--- config.mk ---
export PLATFORM = sky130hd
export DESIGN_NAME = soundex_code_encoder
export DESIGN_NICKNAME = d
export VERILOG_FILES = /design/src/sv/sce_pkg.sv /design/src/sv/sce_front.sv /design/src/sv/sce_fifo.sv /design/src/sv/sce_back.sv /design/src/sv/soundex_code_encoder.sv
export SDC_FILE = /design/constraint.sdc
export NUM_CORES = 1
export LEC_CHECK = 0
export ABC_CLOCK_PERIOD_IN_PS = 3100
export BUFFER_PORTS_ARGS = -buffer_cell sky130_fd_sc_hd__buf_4
export CORE_MARGIN = 4
export CORE_UTILIZATION = 34
export DETAILED_ROUTE_END_ITERATION = 16
export GPL_TIMING_DRIVEN = 1
export PLACE_DENSITY = 0.53
export SYNTH_ARGS = -nofsm -noshare
export SYNTH_HDL_FRONTEND = slang
export SYNTH_HIERARCHICAL = 1
export SYNTH_SLANG_ARGS = --single-unit
--- constraint.sdc ---
create_clock -name clk -period 3.1 [get_ports clk]
set_input_delay 0.155 -clock clk [delete_from_list [all_inputs] [get_ports clk]]
set_output_delay 0.155 -clock clk [all_outputs]
set_load 0.02 [all_outputs]
--- src/sv/sce_pkg.sv ---
`timescale 1ns / 1ps
package sce_pkg;

    localparam int CODE_LEN   = 6;
    localparam int DIGIT_CNT  = CODE_LEN - 1;
    localparam int HELD_W     = $clog2(CODE_LEN + 1);
    localparam int DIGIT_W    = 3;
    localparam int FIFO_DEPTH = 2;    // power of two, pointers wrap
    localparam int FIFO_PTR_W = $clog2(FIFO_DEPTH);
    localparam int FIFO_CNT_W = $clog2(FIFO_DEPTH + 1);

    localparam logic [7:0] PAD_CHAR   = 8'h30;
    localparam logic [7:0] CASE_DELTA = 8'h20;
    localparam logic [7:0] LOWER_A    = 8'h61;
    localparam logic [7:0] LOWER_Z    = 8'h7A;

    typedef struct packed {
        logic [7:0] char_in;
        logic       no_char;
        logic       last;
    } item_t;

    typedef struct packed {
        logic [7:0] code_lead;
        logic [5:0] code_digit_1;
        logic [5:0] code_digit_2;
        logic [5:0] code_digit_3;
        logic [5:0] code_digit_4;
        logic [5:0] code_digit_5;
    } code_t;

    // Classified byte handed from front to back
    typedef struct packed {
        logic               has_byte;
        logic [7:0]         upper;
        logic [DIGIT_W-1:0] digit;
        logic               last;
    } cls_t;

    function automatic logic [7:0] to_upper(input logic [7:0] c);
        logic [7:0] r;
        r = c;
        if (c >= LOWER_A && c <= LOWER_Z)
        begin
            r = c - CASE_DELTA;
        end
        return r;
    endfunction

    // Digit 1..6 for a letter, 0 when the byte is skipped
    function automatic logic [DIGIT_W-1:0] letter_digit(input logic [7:0] u);
        logic [DIGIT_W-1:0] d;
        case (u)
            "B", "F", "P", "V":                     d = 3'd1;
            "C", "G", "J", "K", "Q", "S", "X", "Z": d = 3'd2;
            "D", "T":                               d = 3'd3;
            "L":                                    d = 3'd4;
            "M", "N":                               d = 3'd5;
            "R":                                    d = 3'd6;
            default:                                d = 3'd0;
        endcase
        return d;
    endfunction

    function automatic logic [5:0] digit_char(input logic [DIGIT_W-1:0] d);
        return PAD_CHAR[5:0] | {3'b000, d};
    endfunction

endpackage

--- src/sv/sce_front.sv ---
`timescale 1ns / 1ps
module sce_front (
    input  logic          item_valid,
    output logic          item_stall,
    input  sce_pkg::item_t item,
    input  logic          fifo_full,
    output logic          push,
    output sce_pkg::cls_t  cls
);
    import sce_pkg::*;

    logic [7:0] upper;

    assign item_stall = fifo_full;
    assign push       = item_valid && !fifo_full;
    assign upper      = to_upper(item.char_in);

    always_comb
    begin
        cls.has_byte = !item.no_char && (item.char_in != 8'h00);
        cls.upper    = upper;
        cls.digit    = letter_digit(upper);
        cls.last     = item.last;
    end

endmodule

--- src/sv/sce_fifo.sv ---
`timescale 1ns / 1ps
module sce_fifo (
    input  logic          clk,
    input  logic          rst_n,
    input  logic          push,
    input  sce_pkg::cls_t  push_data,
    output logic          full,
    input  logic          pop,
    output logic          head_valid,
    output sce_pkg::cls_t  head
);
    import sce_pkg::*;

    cls_t                  mem_reg [FIFO_DEPTH];
    logic [FIFO_PTR_W-1:0] wr_ptr_reg, wr_ptr_next;
    logic [FIFO_PTR_W-1:0] rd_ptr_reg, rd_ptr_next;
    logic [FIFO_CNT_W-1:0] cnt_reg, cnt_next;

    assign full       = (cnt_reg == FIFO_CNT_W'(FIFO_DEPTH));
    assign head_valid = (cnt_reg != '0);
    assign head       = mem_reg[rd_ptr_reg];

    always_comb
    begin
        wr_ptr_next = push ? FIFO_PTR_W'(wr_ptr_reg + 1'b1) : wr_ptr_reg;
        rd_ptr_next = pop  ? FIFO_PTR_W'(rd_ptr_reg + 1'b1) : rd_ptr_reg;
        cnt_next    = cnt_reg;
        if (push && !pop)
        begin
            cnt_next = cnt_reg + 1'b1;
        end
        else if (pop && !push)
        begin
            cnt_next = cnt_reg - 1'b1;
        end
    end

    always_ff @(posedge clk or negedge rst_n)
    begin
        if (!rst_n)
        begin
            wr_ptr_reg <= '0;
            rd_ptr_reg <= '0;
            cnt_reg    <= '0;
        end
        else
        begin
            wr_ptr_reg <= wr_ptr_next;
            rd_ptr_reg <= rd_ptr_next;
            cnt_reg    <= cnt_next;
        end
    end

    always_ff @(posedge clk)
    begin
        if (push)
        begin
            mem_reg[wr_ptr_reg] <= push_data;
        end
    end

endmodule

--- src/sv/sce_back.sv ---
`timescale 1ns / 1ps
module sce_back (
    input  logic          clk,
    input  logic          rst_n,
    input  logic          head_valid,
    input  sce_pkg::cls_t  head,
    output logic          pop,
    output logic          code_valid,
    input  logic          code_stall,
    output sce_pkg::code_t code
);
    import sce_pkg::*;

    logic [7:0]         lead_reg, lead_next, lead_upd;
    logic [7:0]         prev_reg, prev_next, prev_upd;
    logic [HELD_W-1:0]  held_reg, held_next, held_upd;
    logic [DIGIT_W-1:0] digit_reg [DIGIT_CNT];
    logic [DIGIT_W-1:0] digit_next [DIGIT_CNT];
    logic [DIGIT_W-1:0] digit_upd [DIGIT_CNT];
    logic [7:0]         ch;
    logic               emit;
    logic               code_valid_reg, code_valid_next;
    code_t              code_reg, code_next;

    // A non-last item never needs the output register
    assign pop  = head_valid && (!head.last || !code_valid_reg || !code_stall);
    assign emit = pop && head.last;
    assign ch   = PAD_CHAR | {5'b00000, head.digit};

    always_comb
    begin
        lead_upd  = lead_reg;
        prev_upd  = prev_reg;
        held_upd  = held_reg;
        digit_upd = digit_reg;
        if (pop && head.has_byte)
        begin
            if (held_reg == '0)
            begin
                lead_upd = head.upper;
                prev_upd = head.upper;
                held_upd = HELD_W'(1);
            end
            else if (held_reg < HELD_W'(CODE_LEN) && head.digit != '0 && ch != prev_reg)
            begin
                for (int i = 0; i < DIGIT_CNT; i++)
                begin
                    if (held_reg == HELD_W'(i + 1))
                    begin
                        digit_upd[i] = head.digit;
                    end
                end
                prev_upd = ch;
                held_upd = held_reg + 1'b1;
            end
        end

        code_next.code_lead    = (held_upd == '0) ? PAD_CHAR : lead_upd;
        code_next.code_digit_1 = digit_char(digit_upd[0]);
        code_next.code_digit_2 = digit_char(digit_upd[1]);
        code_next.code_digit_3 = digit_char(digit_upd[2]);
        code_next.code_digit_4 = digit_char(digit_upd[3]);
        code_next.code_digit_5 = digit_char(digit_upd[4]);

        // End of string: start over
        if (emit)
        begin
            lead_next = '0;
            prev_next = '0;
            held_next = '0;
            for (int i = 0; i < DIGIT_CNT; i++)
            begin
                digit_next[i] = '0;
            end
        end
        else
        begin
            lead_next  = lead_upd;
            prev_next  = prev_upd;
            held_next  = held_upd;
            digit_next = digit_upd;
        end

        code_valid_next = code_valid_reg;
        if (emit)
        begin
            code_valid_next = 1'b1;
        end
        else if (!code_stall)
        begin
            code_valid_next = 1'b0;
        end
    end

    always_ff @(posedge clk or negedge rst_n)
    begin
        if (!rst_n)
        begin
            lead_reg       <= '0;
            prev_reg       <= '0;
            held_reg       <= '0;
            code_valid_reg <= 1'b0;
            for (int i = 0; i < DIGIT_CNT; i++)
            begin
                digit_reg[i] <= '0;
            end
        end
        else
        begin
            lead_reg       <= lead_next;
            prev_reg       <= prev_next;
            held_reg       <= held_next;
            code_valid_reg <= code_valid_next;
            digit_reg      <= digit_next;
        end
    end

    always_ff @(posedge clk)
    begin
        if (emit)
        begin
            code_reg <= code_next;
        end
    end

    assign code_valid = code_valid_reg;
    assign code       = code_reg;

endmodule

--- src/sv/soundex_code_encoder.sv ---
`timescale 1ns / 1ps
// Soundex code encoder.
// Input channel (item_valid / item_stall / item): one string byte per transfer,
// item.last closes the string, item.no_char marks a transfer with no byte
// (a zero byte counts the same). Output channel (code_valid / code_stall /
// code): one six-character code per string, on the transfer after its last item.
// Throughput: one input transfer per cycle while item_stall is low. The front
// classifies the byte (upper-case, digit lookup) into a two-entry queue; the back
// updates the code state, one queue entry per cycle unless a last entry waits
// on a held output, and registers the code and code_valid when it pops a last item.
// When code_stall holds the output, the back keeps taking non-last bytes;
// a last item waits at the queue head, and item_stall rises once the queue
// is full. Reset clears the code state, the queue and code_valid; no code
// is shown until a last item has been taken after reset.
module soundex_code_encoder (
    input  logic           clk,
    input  logic           rst_n,
    input  logic           item_valid,
    output logic           item_stall,
    input  sce_pkg::item_t  item,
    output logic           code_valid,
    input  logic           code_stall,
    output sce_pkg::code_t  code
);
    import sce_pkg::*;

    logic fifo_full;
    logic push;
    logic pop;
    logic head_valid;
    cls_t push_data;
    cls_t head;

    sce_front u_front (
        .item_valid (item_valid),
        .item_stall (item_stall),
        .item       (item),
        .fifo_full  (fifo_full),
        .push       (push),
        .cls        (push_data)
    );

    sce_fifo u_fifo (
        .clk        (clk),
        .rst_n      (rst_n),
        .push       (push),
        .push_data  (push_data),
        .full       (fifo_full),
        .pop        (pop),
        .head_valid (head_valid),
        .head       (head)
    );

    sce_back u_back (
        .clk        (clk),
        .rst_n      (rst_n),
        .head_valid (head_valid),
        .head       (head),
        .pop        (pop),
        .code_valid (code_valid),
        .code_stall (code_stall),
        .code       (code)
    );

endmodule

After elaboration in Yosys (flattened, before gate mapping)

Memory sizes are Yosys's and may differ from the RTL's.
Cells that the tools add are included.

Register bits after elaboration: 62
Bits in writable memories: 26
Memories: 1

Memories:

| memory         | depth | bits a word | rd ports | clocked after Yosys merged registers in | wr ports | line           | RTL |
|---|---|---|---|---|---|---|---|
| u_fifo.mem_reg | 2     | 13          | 1        | 0                                       | 1        | sce_fifo.sv:14 | `cls_t mem_reg [FIFO_DEPTH];` |

Add/subtract/negate cells: 6
$lt $le $gt $ge: 3
Equal/unequal tests: 26
Multiplexer cells: 28
Reductions and logical operators: 32

Operator list:

| kind                                                                                | count |
|---|---|
| 8-bit by 7-bit == test with 1-bit output, second input constant                     | 18 |
| 8-bit 2-to-1 mux                                                                    | 8 |
| 15-bit 2-to-1 mux                                                                   | 4 |
| 3-bit 2-to-1 mux                                                                    | 9 |
| 3-bit case mux with 6 select lines                                                  | 1 |
| 1-bit logical AND                                                                   | 10 |
| 8-bit by 7-bit greater-or-equal comparator with 1-bit output, second input constant | 1 |
| 8-bit by 7-bit <= comparator with 1-bit output, second input constant               | 1 |
| 6-bit by 8-bit != test with 1-bit output                                            | 1 |
| 8-bit nonzero test                                                                  | 1 |
| 8-bit OR reduction                                                                  | 1 |
| 8-bit by 6-bit subtractor with 8-bit output, second input constant                  | 1 |
| 1-bit logical NOT                                                                   | 7 |
| 3-bit by 2-bit == test with 1-bit output, second input constant                     | 2 |
| 3-bit == test, second input constant                                                | 2 |
| 3-bit logical NOT                                                                   | 2 |
| 2-bit nonzero test                                                                  | 3 |
| 3-bit nonzero test                                                                  | 2 |
| 1-bit 2-to-1 mux                                                                    | 4 |
| 2-bit 2-to-1 mux                                                                    | 2 |
| 2-bit OR reduction                                                                  | 2 |
| 4-bit OR reduction                                                                  | 1 |
| 3-bit by 1-bit adder with 3-bit output, second input constant                       | 1 |
| 3-bit by 1-bit == test with 1-bit output, second input constant                     | 1 |
| other kinds (8)                                                                     | 10 |

Logic depth before layout (Yosys ltp)

An unclocked memory read counts as a cell.

Word-level depth: 8
Depth in mapped cells: 9
Gate-level depth less buffers: 8

Hierarchy

The synthesis kept the hierarchy.

Modules (own cells, without submodules):

| module    | times used | cells each | area an instance (sq um) | sequential area each (sq um) |
|---|---|---|---|---|
| sce_back  | 1          | 253        | 2,765.2                  | 1,566.5 |
| sce_fifo  | 1          | 56         | 1,127.3                  | 880.8 |
| sce_front | 1          | 54         | 394.1                    | 0.0 |

Least setup slack after synthesis

OpenSTA, ideal clock, no wires.

Path type: reg2reg
From: register u_fifo.rd_ptr_reg
To: register u_back.code_reg (netlist bit u_back/code[34]) (data pin)
Setup time: 268 ps
Arrival: 2,088 ps
Path slack: 743 ps
Cell stages (with the launch flop): 9
Clock period less this slack: 2,357 ps
Cell sequence: dfrtp_1 > buf_6 > mux2_2 > buf_6 > xnor2_1 > nand3_2 > or2_4 > a221oi_4 > a21oi_1

RTL lines:

| item                   | line            | RTL |
|---|---|---|
| start, declared        | sce_fifo.sv:16  | `logic [FIFO_PTR_W-1:0] rd_ptr_reg, rd_ptr_next;` |
| start signal, assigned | sce_fifo.sv:49  | `rd_ptr_reg <= rd_ptr_next;` |
| end signal, assigned   | sce_back.sv:122 | `code_reg <= code_next;` |
| end, declared          | sce_back.sv:23  | `code_t code_reg, code_next;` |

==> results.json <==
{
  "avgSynthCellArea_um2": 11.8,
  "critical_path_class": "reg2reg",
  "slew_headroom": 0.520,
  "met3_length_um": 288,
  "crit_chain": "mux2_2 > xnor2_1 > nand3_2 > or2_4 > a221oi_4 > a21oi_1",
  "clk_pin_slew_ns": 0.07,
  "grt.total_usage": 0.119,
  "clock_sinks": 88,
  "dpl.hpwl_um": 5740,
  "area_growth_pct": 14.6,
  "leakage_nw": 2.02,
  "crit_path_start_kind": "register",
  "antenna_found_initial": 0,
  "fin_crit_ns": 2.74,
  "drc": 0,
  "required_ns": 3.18,
  "grt_first_pass_wirelength_um": 13600,
  "power.share.combinational": 0.415,
  "powerDensity_nw_per_um2": 1020,
  "finalCritPeriodShare": 0.885,
  "antenna_cells": 0,
  "dr_total_vias": 2722,
  "grt_overflow_total": 0,
  "skew_ns": 0.00840,
  "cell_internal_pwr_mw": 3.13,
  "cp.arrival_ns": 2.82,
  "swShare": 0.375,
  "crit_fanout": 14,
  "drive_gt1_frac": 0.249,
  "ys_ff_latch": 88,
  "top_layer": "met4",
  "grt_start_max_net_pins": 40,
  "ir_drop_mv": 0.400,
  "ys_seq_area_frac": 0.571,
  "via_per_inst": 4.78,
  "yosys_warnings": 6,
  "drv_slew": 0,
  "die_w_um": 120,
  "seqPwrFrac": 0.381,
  "max_freq_mhz": 364,
  "finalSetupTns_ns": 0,
  "grt_setup_unrepaired": "no",
  "start_util": 0.352,
  "crit_family": "flip-flops",
  "final_nets": 417,
  "status": "finished, final reports clean",
  "setup_viol": 0,
  "synthesis.area_um2": 4290,
  "holdBufCountCts": 2,
  "worstMarginPinSlew_ns": 0.719,
  "ant_nets": 0,
  "cp-end-kind": "register",
  "worstPathBufferInverterCount": 0,
  "cts_tree": "built",
  "post_cts_resized": 0,
  "hold_class": "in2reg",
  "wl_per_cell_um": 14.6,
  "dr_wl_met2_um": 4110,
  "largest_reg_flops": 26,
  "numCtsBuffers": 9,
  "dieArea_um2": 14500,
  "fillers": 1186,
  "cts_root_buffer": "clkbuf_16",
  "placed_cell_area_um2": 4610,
  "io_buffers": 38,
  "final_area_um2": 4910,
  "p_clk_frac": 0.204,
  "slowest_stage": "dfrtp_1",
  "gpl.final_weighted_congestion": 0.779,
  "synth_cells": 363,
  "row_count": 40,
  "final_common_cell": "edfxtp_1",
  "yosysUniqueCellTypes": 57,
  "hold_viol_final": 0,
  "fp.dieH_um": 120,
  "drv_cap": 0,
  "layout_common_cells": "49 x edfxtp_1, 46 x buf_4, 45 x nand2_1",
  "first_global_vias": 2740,
  "core_area_um2": 12200,
  "switchingPower_mw": 1.88,
  "wl_um": 8300,
  "clk_latency_ns": 0.34,
  "drt_iter0_markers": 202,
  "first_pass_iters": 4,
  "worst_path_largest_cell_delay_ns": 0.72,
  "cts_max_level": 3,
  "met1_length_um": 3790,
  "pin_count": 54,
  "cts_setup_buffers": 0,
  "cts.path.max_buffers": 2
}
power by group through the flow:
stage | clock [mW] | sequential, mW | combinational, mW
2_1_floorplan | 0 | 2.06 | 1.38
3_3_place_gp | 0 | 1.92 | 2.07
3_5_place_dp | 0 | 1.93 | 2.09
4_1_cts | 1.06 | 1.92 | 2.11
5_1_grt | 1.09 | 1.95 | 2.29
6_report | 1.02 | 1.91 | 2.08
per-stage QoR:
stage / hold WS, ns / cells / power, mW / setup WS [ns] / utilization
6_report: 0.0743 / 569 / 5.01 / 0.355 / 0.404
3_5_place_dp: 0.179 / 551 / 4.03 / 0.329 / 0.379
2_1_floorplan: -0.141 / 376 / 3.44 / 0.743 / -
4_1_cts: 0.0581 / 569 / 5.08 / 0.326 / 0.404
5_1_grt: 0.0874 / 569 / 5.34 / 0.191 / 0.404
3_3_place_gp: 0.170 / 551 / 4.00 / 0.400 / 0.379
path summary, 6_finish.rpt:
path | to | depth (start not counted) | slack, ns | from
setup / recovery | u_back/code[35]$_SDFFCE_PN1N_ | 6 | 0.36 | u_fifo/rd_ptr_reg$_DFFE_PN0P_
hold / removal | u_back/code_valid$_DFFE_PN0P_ | 3 | 0.07 | code_stall
setup reg to reg | u_back/code[35]$_SDFFCE_PN1N_ | 6 | 0.36 | u_fifo/rd_ptr_reg$_DFFE_PN0P_
hold reg to reg | u_fifo/cnt_reg[1]$_DFFE_PN0P_ | 1 | 0.49 | u_fifo/cnt_reg[1]$_DFFE_PN0P_
max in group asynchronous | u_back/prev_reg[2]$_DFFE_PN0P_ | 2 | 2.40 | rst_n
min in group asynchronous | u_back/digit_reg[5]$_DFF_PN0_ | 2 | 0.34 | rst_n
synth_stat cells (all sizes together):
cell type / number / area, um2
o21a: 3 / 22.5
mux2: 13 / 146
o21bai: 1 / 7.51
a2111oi: 1 / 15.0
o21ai: 17 / 85.1
nand3: 20 / 105
ha: 7 / 87.6
nand4: 7 / 43.8
nand3b: 1 / 7.51
nand2b: 5 / 31.3
conb: 2 / 7.51
a31oi: 5 / 37.5
mux2i: 1 / 10.0
a2bb2oi: 1 / 15.0
xor2: 5 / 43.8
o31a: 2 / 18.8
nor2: 7 / 33.8
clkbuf: 8 / 50.1
o31ai: 1 / 7.51
o221a: 5 / 56.3
xnor2: 5 / 51.3
nor3: 6 / 41.3
inv: 12 / 45.0
a211oi: 3 / 32.5
o211a: 1 / 10.0
and3: 3 / 20.0
and2: 3 / 18.8
a22o: 6 / 52.6
nor3b: 1 / 7.51
a221oi: 1 / 26.3
edfxtp: 49 / 1470
a21boi: 1 / 7.51
nor2b: 3 / 18.8
a21oi: 34 / 174
buf: 32 / 255
nand2: 45 / 169
o211ai: 1 / 21.3
dfrtp: 39 / 976
a21o: 2 / 16.3
or2: 2 / 15.0
nor4: 2 / 25.0
per-layer routing:
layer  vias to the layer above  GRT usage
li1                       1334          -
met1                      1331      0.149
met2                        50      0.200
met3                         7     0.0332
met4                         0     0.0361
met5                         -          0
area by class of cell:
class | instances | area, um2 | area share
flip-flops and latches | 88 | 2450 | 0.498
multi-input cells | 236 | 1540 | 0.313
repair buffers | 49 | 385 | 0.0785
clock buffers | 12 | 256 | 0.0522
well taps | 168 | 210 | 0.0428
inverters | 12 | 45.0 | 0.00917
clock inverters | 4 | 30.0 | 0.00611
worst min-delay path, cell delays in order:
cell	delay (ns)
buf_4	0.09
nand2_1	0.06
nand2_1	0.07
cells by family after synthesis:
family,share of synthesized area
other,0.00175
adders and majority gates,0.0204
and+or+nand+nor,0.125
DFF,0.571
muxes,0.0365
buffers and inverters,0.0817
xor gates and xnor gates,0.0222
AOI/OAI and AO/OA,0.141
(Power assumes the default switching activity.)
